### config.mk
export PLATFORM = sky130hd
export DESIGN_NAME = deadband_step_voltage_regulator
export DESIGN_NICKNAME = d
export VERILOG_FILES = /design/src/dsvr_pkg.sv /design/src/dsvr_ctrl.sv /design/src/dsvr_datapath.sv /design/src/deadband_step_voltage_regulator.sv
export SDC_FILE = /design/constraint.sdc
export NUM_CORES = 1
export LEC_CHECK = 0
export BUFFER_PORTS_ARGS = -buffer_cell sky130_fd_sc_hd__buf_4
export CAP_MARGIN = 20
export CORE_MARGIN = 5
export CORE_UTILIZATION = 30
export CTS_BUF_LIST = sky130_fd_sc_hd__clkbuf_4 sky130_fd_sc_hd__clkbuf_8
export CTS_CLUSTER_DIAMETER = 150
export CTS_CLUSTER_SIZE = 30
export DETAILED_ROUTE_END_ITERATION = 10
export PLACE_DENSITY = 0.59
export SYNTH_ARGS = -nofsm -noshare
export SYNTH_HDL_FRONTEND = slang
export SYNTH_SLANG_ARGS = --single-unit
### constraint.sdc
create_clock -name clk_i -period 5.8 [get_ports clk_i]
set_input_delay 1.16 -clock clk_i [delete_from_list [all_inputs] [get_ports clk_i]]
set_output_delay 1.16 -clock clk_i [all_outputs]
set_load 0.01 [all_outputs]
### src/dsvr_pkg.sv
// shared types and constants of the deadband step voltage regulator
package dsvr_pkg;

  localparam int unsigned SampleW = 12;
  localparam int unsigned MvW     = 16;
  localparam int unsigned DacW    = 12;
  localparam int unsigned ProdW   = SampleW + MvW;
  localparam int unsigned InDataW  = 16;
  localparam int unsigned OutDataW = 48;
  localparam int unsigned CfgIdxW  = 1;
  localparam int unsigned StepCntW = 4;

  localparam logic [MvW-1:0]      RefReset    = 16'd5244;
  localparam logic [MvW-1:0]      TargetReset = 16'd2800;
  localparam logic [MvW:0]        BandWidth   = 17'd20;
  localparam logic [MvW-1:0]      DriveStep   = 16'd2;
  localparam logic [MvW-1:0]      DriveMax    = 16'hFFFF;
  localparam logic [DacW-1:0]     DacMax      = 12'hFFF;
  localparam logic [StepCntW-1:0] LastStep    = 4'(DacW - 1);

  // configuration register indexes
  localparam logic [CfgIdxW-1:0] RegReference = 1'd0;
  localparam logic [CfgIdxW-1:0] RegTarget    = 1'd1;

  // controller to datapath commands
  typedef struct packed {
    logic accept;
    logic update;
    logic step;
    logic load;
  } dsvr_cmd_t;

endpackage

### src/dsvr_ctrl.sv
// control state machine: sequences measure, drive update, division and output
module dsvr_ctrl (
  input  logic               clk_i,
  input  logic               rst_ni,
  input  logic               in_valid_i,
  output logic               in_ready_o,
  output logic               out_valid_o,
  input  logic               out_ready_i,
  output dsvr_pkg::dsvr_cmd_t cmd_o
);
  import dsvr_pkg::*;

  typedef enum logic [1:0] {
    StIdle,
    StUpdate,
    StDivide,
    StDone
  } state_e;

  state_e                state_q, state_d;
  logic [StepCntW-1:0]   cnt_q, cnt_d;
  logic                  out_valid_q, out_valid_d;

  // commands decoded from state
  assign in_ready_o   = (state_q == StIdle);
  assign cmd_o.accept = in_valid_i && in_ready_o;
  assign cmd_o.update = (state_q == StUpdate);
  assign cmd_o.step   = (state_q == StDivide);
  assign cmd_o.load   = (state_q == StDone) && (!out_valid_q || out_ready_i);
  assign out_valid_o  = out_valid_q;

  // next state
  always_comb begin
    state_d     = state_q;
    cnt_d       = cnt_q;
    out_valid_d = out_valid_q;
    if (out_valid_q && out_ready_i) begin
      out_valid_d = 1'b0;
    end
    unique case (state_q)
      StIdle: begin
        if (cmd_o.accept) begin
          state_d = StUpdate;
        end
      end
      StUpdate: begin
        state_d = StDivide;
        cnt_d   = '0;
      end
      StDivide: begin
        if (cnt_q == LastStep) begin
          state_d = StDone;
        end else begin
          cnt_d = cnt_q + 1'b1;
        end
      end
      StDone: begin
        if (cmd_o.load) begin
          state_d     = StIdle;
          out_valid_d = 1'b1;
        end
      end
      default: state_d = StIdle;
    endcase
  end

  // state and registered outputs
  always_ff @(posedge clk_i or negedge rst_ni) begin
    if (!rst_ni) begin
      state_q     <= StIdle;
      cnt_q       <= '0;
      out_valid_q <= 1'b0;
    end else begin
      state_q     <= state_d;
      cnt_q       <= cnt_d;
      out_valid_q <= out_valid_d;
    end
  end

endmodule

### src/dsvr_datapath.sv
// datapath: config registers, scaling multiply, drive update, serial divider
module dsvr_datapath (
  input  logic                          clk_i,
  input  logic                          rst_ni,
  input  logic                          cfg_we_i,
  input  logic [dsvr_pkg::CfgIdxW-1:0]  cfg_idx_i,
  input  logic [dsvr_pkg::MvW-1:0]      cfg_data_i,
  input  dsvr_pkg::dsvr_cmd_t           cmd_i,
  input  logic [dsvr_pkg::SampleW-1:0]  sample_i,
  output logic [dsvr_pkg::DacW-1:0]     dac_o,
  output logic [dsvr_pkg::MvW-1:0]      drive_o,
  output logic [dsvr_pkg::MvW-1:0]      meas_o
);
  import dsvr_pkg::*;

  logic [MvW-1:0]   ref_q, target_q;
  logic [MvW-1:0]   drive_q, drive_d;
  logic [MvW-1:0]   meas_q;
  logic [ProdW-1:0] prod;
  logic [MvW-1:0]   rem_q, rem_d;
  logic [DacW-1:0]  quo_q, quo_d;
  logic             sat_q;
  logic [MvW:0]     rem_sh, rem_sub;
  logic             rem_ge;
  logic [DacW-1:0]  dac_q;
  logic [MvW-1:0]   drive_out_q, meas_out_q;

  // configuration registers
  always_ff @(posedge clk_i or negedge rst_ni) begin
    if (!rst_ni) begin
      ref_q    <= RefReset;
      target_q <= TargetReset;
    end else if (cfg_we_i) begin
      unique case (cfg_idx_i)
        RegReference: ref_q    <= cfg_data_i;
        RegTarget:    target_q <= cfg_data_i;
        default: ;
      endcase
    end
  end

  // sample scaled to millivolts, taken on accept
  assign prod = ProdW'(sample_i) * ProdW'(ref_q);

  always_ff @(posedge clk_i) begin
    if (cmd_i.accept) begin
      meas_q <= prod[ProdW-1:SampleW];
    end
  end

  // bang-bang drive update with deadband and saturation
  always_comb begin
    drive_d = drive_q;
    if (meas_q < target_q) begin
      drive_d = (drive_q > DriveMax - DriveStep) ? DriveMax : drive_q + DriveStep;
    end else if ({1'b0, meas_q} > {1'b0, target_q} + BandWidth) begin
      drive_d = (drive_q < DriveStep) ? '0 : drive_q - DriveStep;
    end
  end

  always_ff @(posedge clk_i or negedge rst_ni) begin
    if (!rst_ni) begin
      drive_q <= '0;
    end else if (cmd_i.update) begin
      drive_q <= drive_d;
    end
  end

  // restoring divider: drive * 4096 / reference, one quotient bit per step
  assign rem_sh  = {rem_q, 1'b0};
  assign rem_ge  = (rem_sh >= {1'b0, ref_q});
  assign rem_sub = rem_sh - {1'b0, ref_q};
  assign rem_d   = rem_ge ? rem_sub[MvW-1:0] : rem_sh[MvW-1:0];
  assign quo_d   = {quo_q[DacW-2:0], rem_ge};

  always_ff @(posedge clk_i) begin
    if (cmd_i.update) begin
      // quotient reaches 4096 exactly when drive >= reference
      rem_q <= drive_d;
      quo_q <= '0;
      sat_q <= (ref_q == '0) || (drive_d >= ref_q);
    end else if (cmd_i.step) begin
      rem_q <= rem_d;
      quo_q <= quo_d;
    end
  end

  // output word register
  always_ff @(posedge clk_i) begin
    if (cmd_i.load) begin
      dac_q       <= sat_q ? DacMax : quo_q;
      drive_out_q <= drive_q;
      meas_out_q  <= meas_q;
    end
  end

  assign dac_o   = dac_q;
  assign drive_o = drive_out_q;
  assign meas_o  = meas_out_q;

endmodule

### src/deadband_step_voltage_regulator.sv
// top level of the deadband step voltage regulator
// an accepted word passes in order through the drive update, the 12-step serial divider and the output register
// a new input word is taken only after the previous word has left the divider
// the next input word is taken while a finished result waits on the output
// reset: asynchronous active low; drive clears to 0, reference 5244, target 2800
module deadband_step_voltage_regulator (
  input  logic                           clk_i,
  input  logic                           rst_ni,
  // configuration write port
  input  logic                           cfg_we_i,
  input  logic [dsvr_pkg::CfgIdxW-1:0]   cfg_idx_i,
  input  logic [dsvr_pkg::MvW-1:0]       cfg_data_i,
  // input stream
  input  logic                           s_axis_tvalid,
  output logic                           s_axis_tready,
  input  logic [dsvr_pkg::InDataW-1:0]   s_axis_tdata,  // sample_code[11:0], zero pad
  // output stream
  output logic                           m_axis_tvalid,
  input  logic                           m_axis_tready,
  output logic [dsvr_pkg::OutDataW-1:0]  m_axis_tdata   // dac_code, drive_mv, measured_mv, pad
);
  import dsvr_pkg::*;

  dsvr_cmd_t        cmd;
  logic [DacW-1:0]  dac;
  logic [MvW-1:0]   drive;
  logic [MvW-1:0]   meas;

  // sequencing
  dsvr_ctrl u_ctrl (
    .clk_i       (clk_i),
    .rst_ni      (rst_ni),
    .in_valid_i  (s_axis_tvalid),
    .in_ready_o  (s_axis_tready),
    .out_valid_o (m_axis_tvalid),
    .out_ready_i (m_axis_tready),
    .cmd_o       (cmd)
  );

  // arithmetic and state
  dsvr_datapath u_datapath (
    .clk_i      (clk_i),
    .rst_ni     (rst_ni),
    .cfg_we_i   (cfg_we_i),
    .cfg_idx_i  (cfg_idx_i),
    .cfg_data_i (cfg_data_i),
    .cmd_i      (cmd),
    .sample_i   (s_axis_tdata[SampleW-1:0]),
    .dac_o      (dac),
    .drive_o    (drive),
    .meas_o     (meas)
  );

  // output word packing
  assign m_axis_tdata = {(OutDataW - DacW - 2 * MvW)'(0), meas, drive, dac};

  // a word is in flight for at least the update and first divide cycles
  a_busy_after_accept : assert property (@(posedge clk_i) disable iff (!rst_ni)
    (s_axis_tvalid && s_axis_tready) |=> !s_axis_tready ##1 !s_axis_tready)
    else $error("input accepted while previous word still in progress");

  // zero drive yields code zero unless saturated
  a_zero_drive_code : assert property (@(posedge clk_i) disable iff (!rst_ni)
    (m_axis_tvalid && (m_axis_tdata[27:12] == '0) && (m_axis_tdata[11:0] != DacMax))
      |-> (m_axis_tdata[11:0] == '0))
    else $error("nonzero converter code for zero drive");

  // load only happens in the done phase, never together with an accept
  a_no_load_on_accept : assert property (@(posedge clk_i) disable iff (!rst_ni)
    !(cmd.load && cmd.accept))
    else $error("output load and input accept in the same cycle");

endmodule
# After elaboration in Yosys (flattened, before gate mapping)
# Cells that the tools add are included.
# Widths: inputs -> output; s select.
# classes
muxes	16
n_reduce_logical	13
multipliers	1
eq_ne	8
n_addsub	5
n_lt_le_gt_ge	6
n_bitwise	1
# ops
cell	n
$mux 16	7
$mul 12x16->28	1
$add 16x5->17 const B	1
$ge 17x16->1	1
$gt 16x17->1	1
$add 16x2->16 const B	1
$ge 16x16->1	1
$gt 16x16->1 const B	1
$logic_not 16->1	1
$lt 16x16->1	1
$lt 16x2->1 const B	1
$sub 16x16->16	1
$sub 16x2->16 const B	1
$pmux 2 s4	1
$pmux 4 s2	1
$mux 2	3
$ne 2x2->1 const B	3
$reduce_and 2->1	3
$add 4x1->4 const B	1
$eq 2x2->1 const B	2
$eq 4x4->1 const B	1
$mux 4	1
$logic_and 1x1->1	3
$mux 1	3
8 further kinds	9
# totals
register_bits	144
in_bits	38
output_inout_bits	50
wordCells	63

# Depth between registers and ports, before layout
# depth
word_depth	6
depth_mapped	25
depth_no_buf	23

# Cells and area by module
# A second synthesis with hierarchy kept.
# hier_totals
cells_unflattened	1466
area_unflattened_um2	14139.8
# by_module_without_submodules
module	instances	cells_per_inst	area_each_um2	seq_area_each_um2
dsvr_datapath	1	1421	13630.6	3769.9
dsvr_ctrl	1	40	475.5	175.2
deadband_step_voltage_regulator	1	5	33.8	0.0

# Worst setup path before layout
# OpenSTA, ideal clock, no wires.
# synth_timing
path_kind	input port to flip-flop
startpoint	input port s_axis_tdata[8] (netlist bit)
endpoint	register u_datapath.meas_q[15] (data pin)
path_stages	20
path_slack_ps	-654
arrival_ps	6190
t_required_ps	5536
setup_time_ps	264
cell_sequence	clkbuf_1 -> nand2_1 -> fa_1 -> inv_1 -> fa_1 -> fa_1 -> inv_1 -> fa_1 -> fa_1 -> inv_1 -> ha_1 -> a21oi_1 -> o21ai_0 -> a22o_1 -> nor3_1 -> o211ai_1 -> and2_1 -> o21a_1 -> a211oi_1 -> xnor2_1
# synth_between
elab_chain_len	1
# synth_lines
item	line	source
start: declaration	deadband_step_voltage_regulator.sv:16	input logic [dsvr_pkg::InDataW-1:0] s_axis_tdata,
$mul 12x16->28	dsvr_datapath.sv:43	assign prod = ProdW'(sample_i) * ProdW'(ref_q);
via u_datapath.prod[27]	dsvr_datapath.sv:19	logic [ProdW-1:0] prod;
end signal: assignment	dsvr_datapath.sv:47	meas_q <= prod[ProdW-1:SampleW];
end: declaration	dsvr_datapath.sv:18	logic [MvW-1:0] meas_q;
# The timed path passes the listed nets, and every way through them passes these cells.
# A chain may end at the register's enable or synchronous reset.

# Worst setup path after layout
# layout_timing
startpoint	input port s_axis_tdata[3] (netlist bit)
endpoint	register u_datapath.meas_q[14] (data pin)
# The elaborated chain is that of the path after synthesis.

==> flow_summary.yaml <==
yosys:
  synth_area_per_cell_um2: 9.72
  synth-edff-count: 77
  yosys_register_bits: 144
  yosysMostFrequentCell: "inv_1"
  synth_top_area_cell: "fa_1"
  synth-seq-area-share: 0.284
  async_flop_share: 0.382
  yosys_warnings: 0
  syn_area_um2: 13900
  synth_ff_type: "edfxtp_1"
  synth_common_cells: "226 x inv_1, 182 x nand2_1, 140 x fa_1"
  synth_top_area_frac: 0.202
  syn-instance-count: 1430
  synth_area_leaders: "fa_1 20%, edfxtp_1 17%, ha_1 12%"
  synthDistinctLibCells: 75
pwr:
  cellPowerDensity_nw_per_um2: 638
  p_leak_nw: 7.48
  peakVddDrop_v: 0.000399
grt:
  met1_usage: 0.181
  grt_pass1_vias: 10900
  grt_pass1_wl_um: 56900
  grt-busiest-layer: "met2"
  antenna_found_initial: 1
  use_met3: 0.0249
  grtUsageMet2: 0.235
  grt-ovfl-total: 0
  grt_usage: 0.138
  grt_max_degree: 56
setup_path:
  cpMostUsedCell: "fa_1"
  critPathLaunch: "s_axis_tdata[3]"
  slowest_stage: "fa_1"
  critical-path-top-delay-family: "adder cells"
  crit_chain: "buf_8, buf_6, buf_12, nand2_4, fa_1, inv_1, fa_1, inv_2, fa_1, inv_1, fa_1, inv_2, fa_1, inv_2, ha_4, nand3_4, or3_1, o211ai_1, and2_4, o211a_1, o21ai_2, a221oi_2"
  startpoint_type: "input port"
  critPathKind: "input port to flip-flop"
  crit_buf_inv: 8
  worst_ep_arrival_time_ns: 6.00
  ff2ff_path_depth: 18
  cp-end-kind: "flip-flop"
  max_stage_delay_ns: 0.53
  reg2reg_from: "u_datapath.ref_q[7]$_DFFE_PN0P_"
  crit_fanout: 5
  crit-reg2reg-capture: "u_datapath.meas_q[14]$_DFFE_PP_"
  worstPathRequired_ns: 6.06
  r2r_slack_ns: 0.13
clocking:
  clockBufferDepth: 2
  cts_buffers: 17
  clock_latency_ns: 0.46
  htree_num_levels: 4
  cts_tree: "built"
  cts_root_buf: "clkbuf_8"
  cts_num_sinks: 144
  clk_pin_slew_ns: 0.09
timing:
  relSlewSlack: 0.293
  max_freq_ghz: 0.174
  drv_slew: 0
  post-route-min-period_ns: 5.74
  rsz0062_at_grt: "true"
  setup_viol: 0
  fin_crit_sh: 0.989
  tightest_slew_ns: 1.06
  hold_viol_final: 0
  whs_ns: 0.506
  finClkSkew_ns: 0.0256
placed_design:
  port_buffers: 79
  dp_hpwl_um: 28400
  gp_congestion: 0.892
finish:
  fin_nets: 1868
  area_growth_pct: 18.5
  drive_gt1_frac: 0.218
  final_core_util: 0.361
drt:
  drtIter0Drc: 626
  vias: 10400
  drtAntennaViolNets: 0
  drt-pass1-iter-count: 5
  drt-total-wl_um: 34700
  drt-wirelength-per-cell_um: 16.0
  vias_per_cell: 4.77
  route.detailed.drc: 0
hold_path:
  whs_path_depth: 2
  hold_path_class: "flip-flop to flip-flop"
  min_to: "u_datapath.quo_q[11]$_SDFFE_PP0P_"
  min_from: "u_datapath.quo_q[11]$_SDFFE_PP0P_"
floorplanning:
  fp.dieArea_um2: 50700
  num_rows: 78
  initial_core_util: 0.305
  fp.dieW_um: 225
  num_io_pins: 88
  die_h_um: 225
  core_um2: 45600
run_status:
  status: "completed"
flow_run:
  maxCapViolations: 0
[area by class of cell]
type / instances / area, um^2
tap: 600 / 751
clock inverter: 13 / 153
timing repair buffer: 165 / 1360
antenna: 1 / 2.50
sequential: 144 / 3950
clock buffer: 19 / 249
inverter: 227 / 852
fill: 4512 / 29100
multi-input combinational: 1003 / 9150
[flip-flops by register name (all words and copies together), names as in the netlist]
| name | flops |
|---|---|
| u_datapath.target_q | 16 |
| u_datapath.drive_q | 16 |
| u_datapath.drive_o | 16 |
| u_ctrl.cnt_q | 4 |
| u_datapath.dac_o | 12 |
| u_datapath.quo_q | 12 |
| u_datapath.meas_o | 16 |
| u_datapath.ref_q | 16 |
| u_ctrl.state_q | 2 |
| u_ctrl.out_valid_o | 1 |
| u_datapath.sat_q | 1 |
| u_datapath.meas_q | 16 |
| u_datapath.rem_q | 16 |
[cells by family after synthesis]
group,share of synthesized area
AO/OA/AOI/OAI,0.0883
XOR/XNOR,0.0277
adder cells (fa/ha/maj),0.321
buffers and inverters,0.0799
flip-flops,0.284
multiplexers,0.0445
other,0.000270
AND/OR/NAND/NOR,0.155
[report_power, final]
| part | internal (mW) | leakage (nW) | total (mW) | switching (mW) |
|---|---|---|---|---|
| combinational | 3.76 | 5.83 | 7.55 | 3.80 |
| sequential | 1.77 | 1.45 | 2.12 | 0.350 |
| clock | 0.401 | 0.200 | 0.829 | 0.428 |
[worst min-delay path, cell delays in order, from the launching register on]
cell and delay, ns:
dfxtp_1 0.33, mux2i_1 0.07, nor2_1 0.07
[routing by layer]
metal	wire, um	up-vias	share of wire
met4	735	2	0.021
met3	1720	42	0.050
met1	15100	5139	0.44
met2	17100	213	0.49
li1	-	4955	-
met5	7	-	0.00020
[worst max path at each step]
stage | end | slack, ns | cells past startpoint
after CTS | u_datapath.meas_q[14]$_DFFE_PP_ | 0.02 | 20
after global placement | u_datapath.meas_q[14]$_DFFE_PP_ | -0.55 | 20
after global routing | u_datapath.meas_q[14]$_DFFE_PP_ | -0.11 | 22
final | u_datapath.meas_q[14]$_DFFE_PP_ | 0.06 | 22
after detailed placement | u_datapath.meas_q[14]$_DFFE_PP_ | -0.60 | 20
after floorplan | u_datapath.meas_q[15]$_DFFE_PP_ | -0.01 | 20
[repair_timing]
| item | 4_1_cts | 5_1_grt |
|---|---|---|
| buffers inserted | 0 | 7 |
| hold buffers | 0 | 0 |
| pin swaps | 0 | 40 |
| setup endpoints to repair | 1 | 9 |
| gates resized for setup | 1 | 51 |
[cells in the final DEF (no fill, tap or decap), types with 19 or more instances in the layout]
cell type / instances
inv_1: 216
nand2_1: 168
buf_4: 148
fa_1: 133
ha_1: 123
edfxtp_1: 77
nor2_1: 66
and2_1: 53
dfrtp_1: 42
o21ai_0: 40
a21oi_1: 38
mux2_2: 38
xnor2_1: 36
nand3_1: 22
a21o_1: 19
mux2i_1: 19
[stage by stage]
step | TNS [ns] | total power, mW | instance area, um^2 | cells | setup WS (ns)
finish | 0 | 10.5 | 16500 | 2172 | 0.0617
floorplan | -0.0143 | 7.02 | 14200 | 1433 | -0.0143
CTS | 0 | 10.2 | 16200 | 2163 | 0.0169
detailed placement | -3.61 | 9.33 | 15800 | 2131 | -0.598
global route | -0.232 | 11.7 | 16500 | 2171 | -0.106
global placement | -3.28 | 9.16 | 15800 | 2131 | -0.549
(Power assumes the default switching activity.)
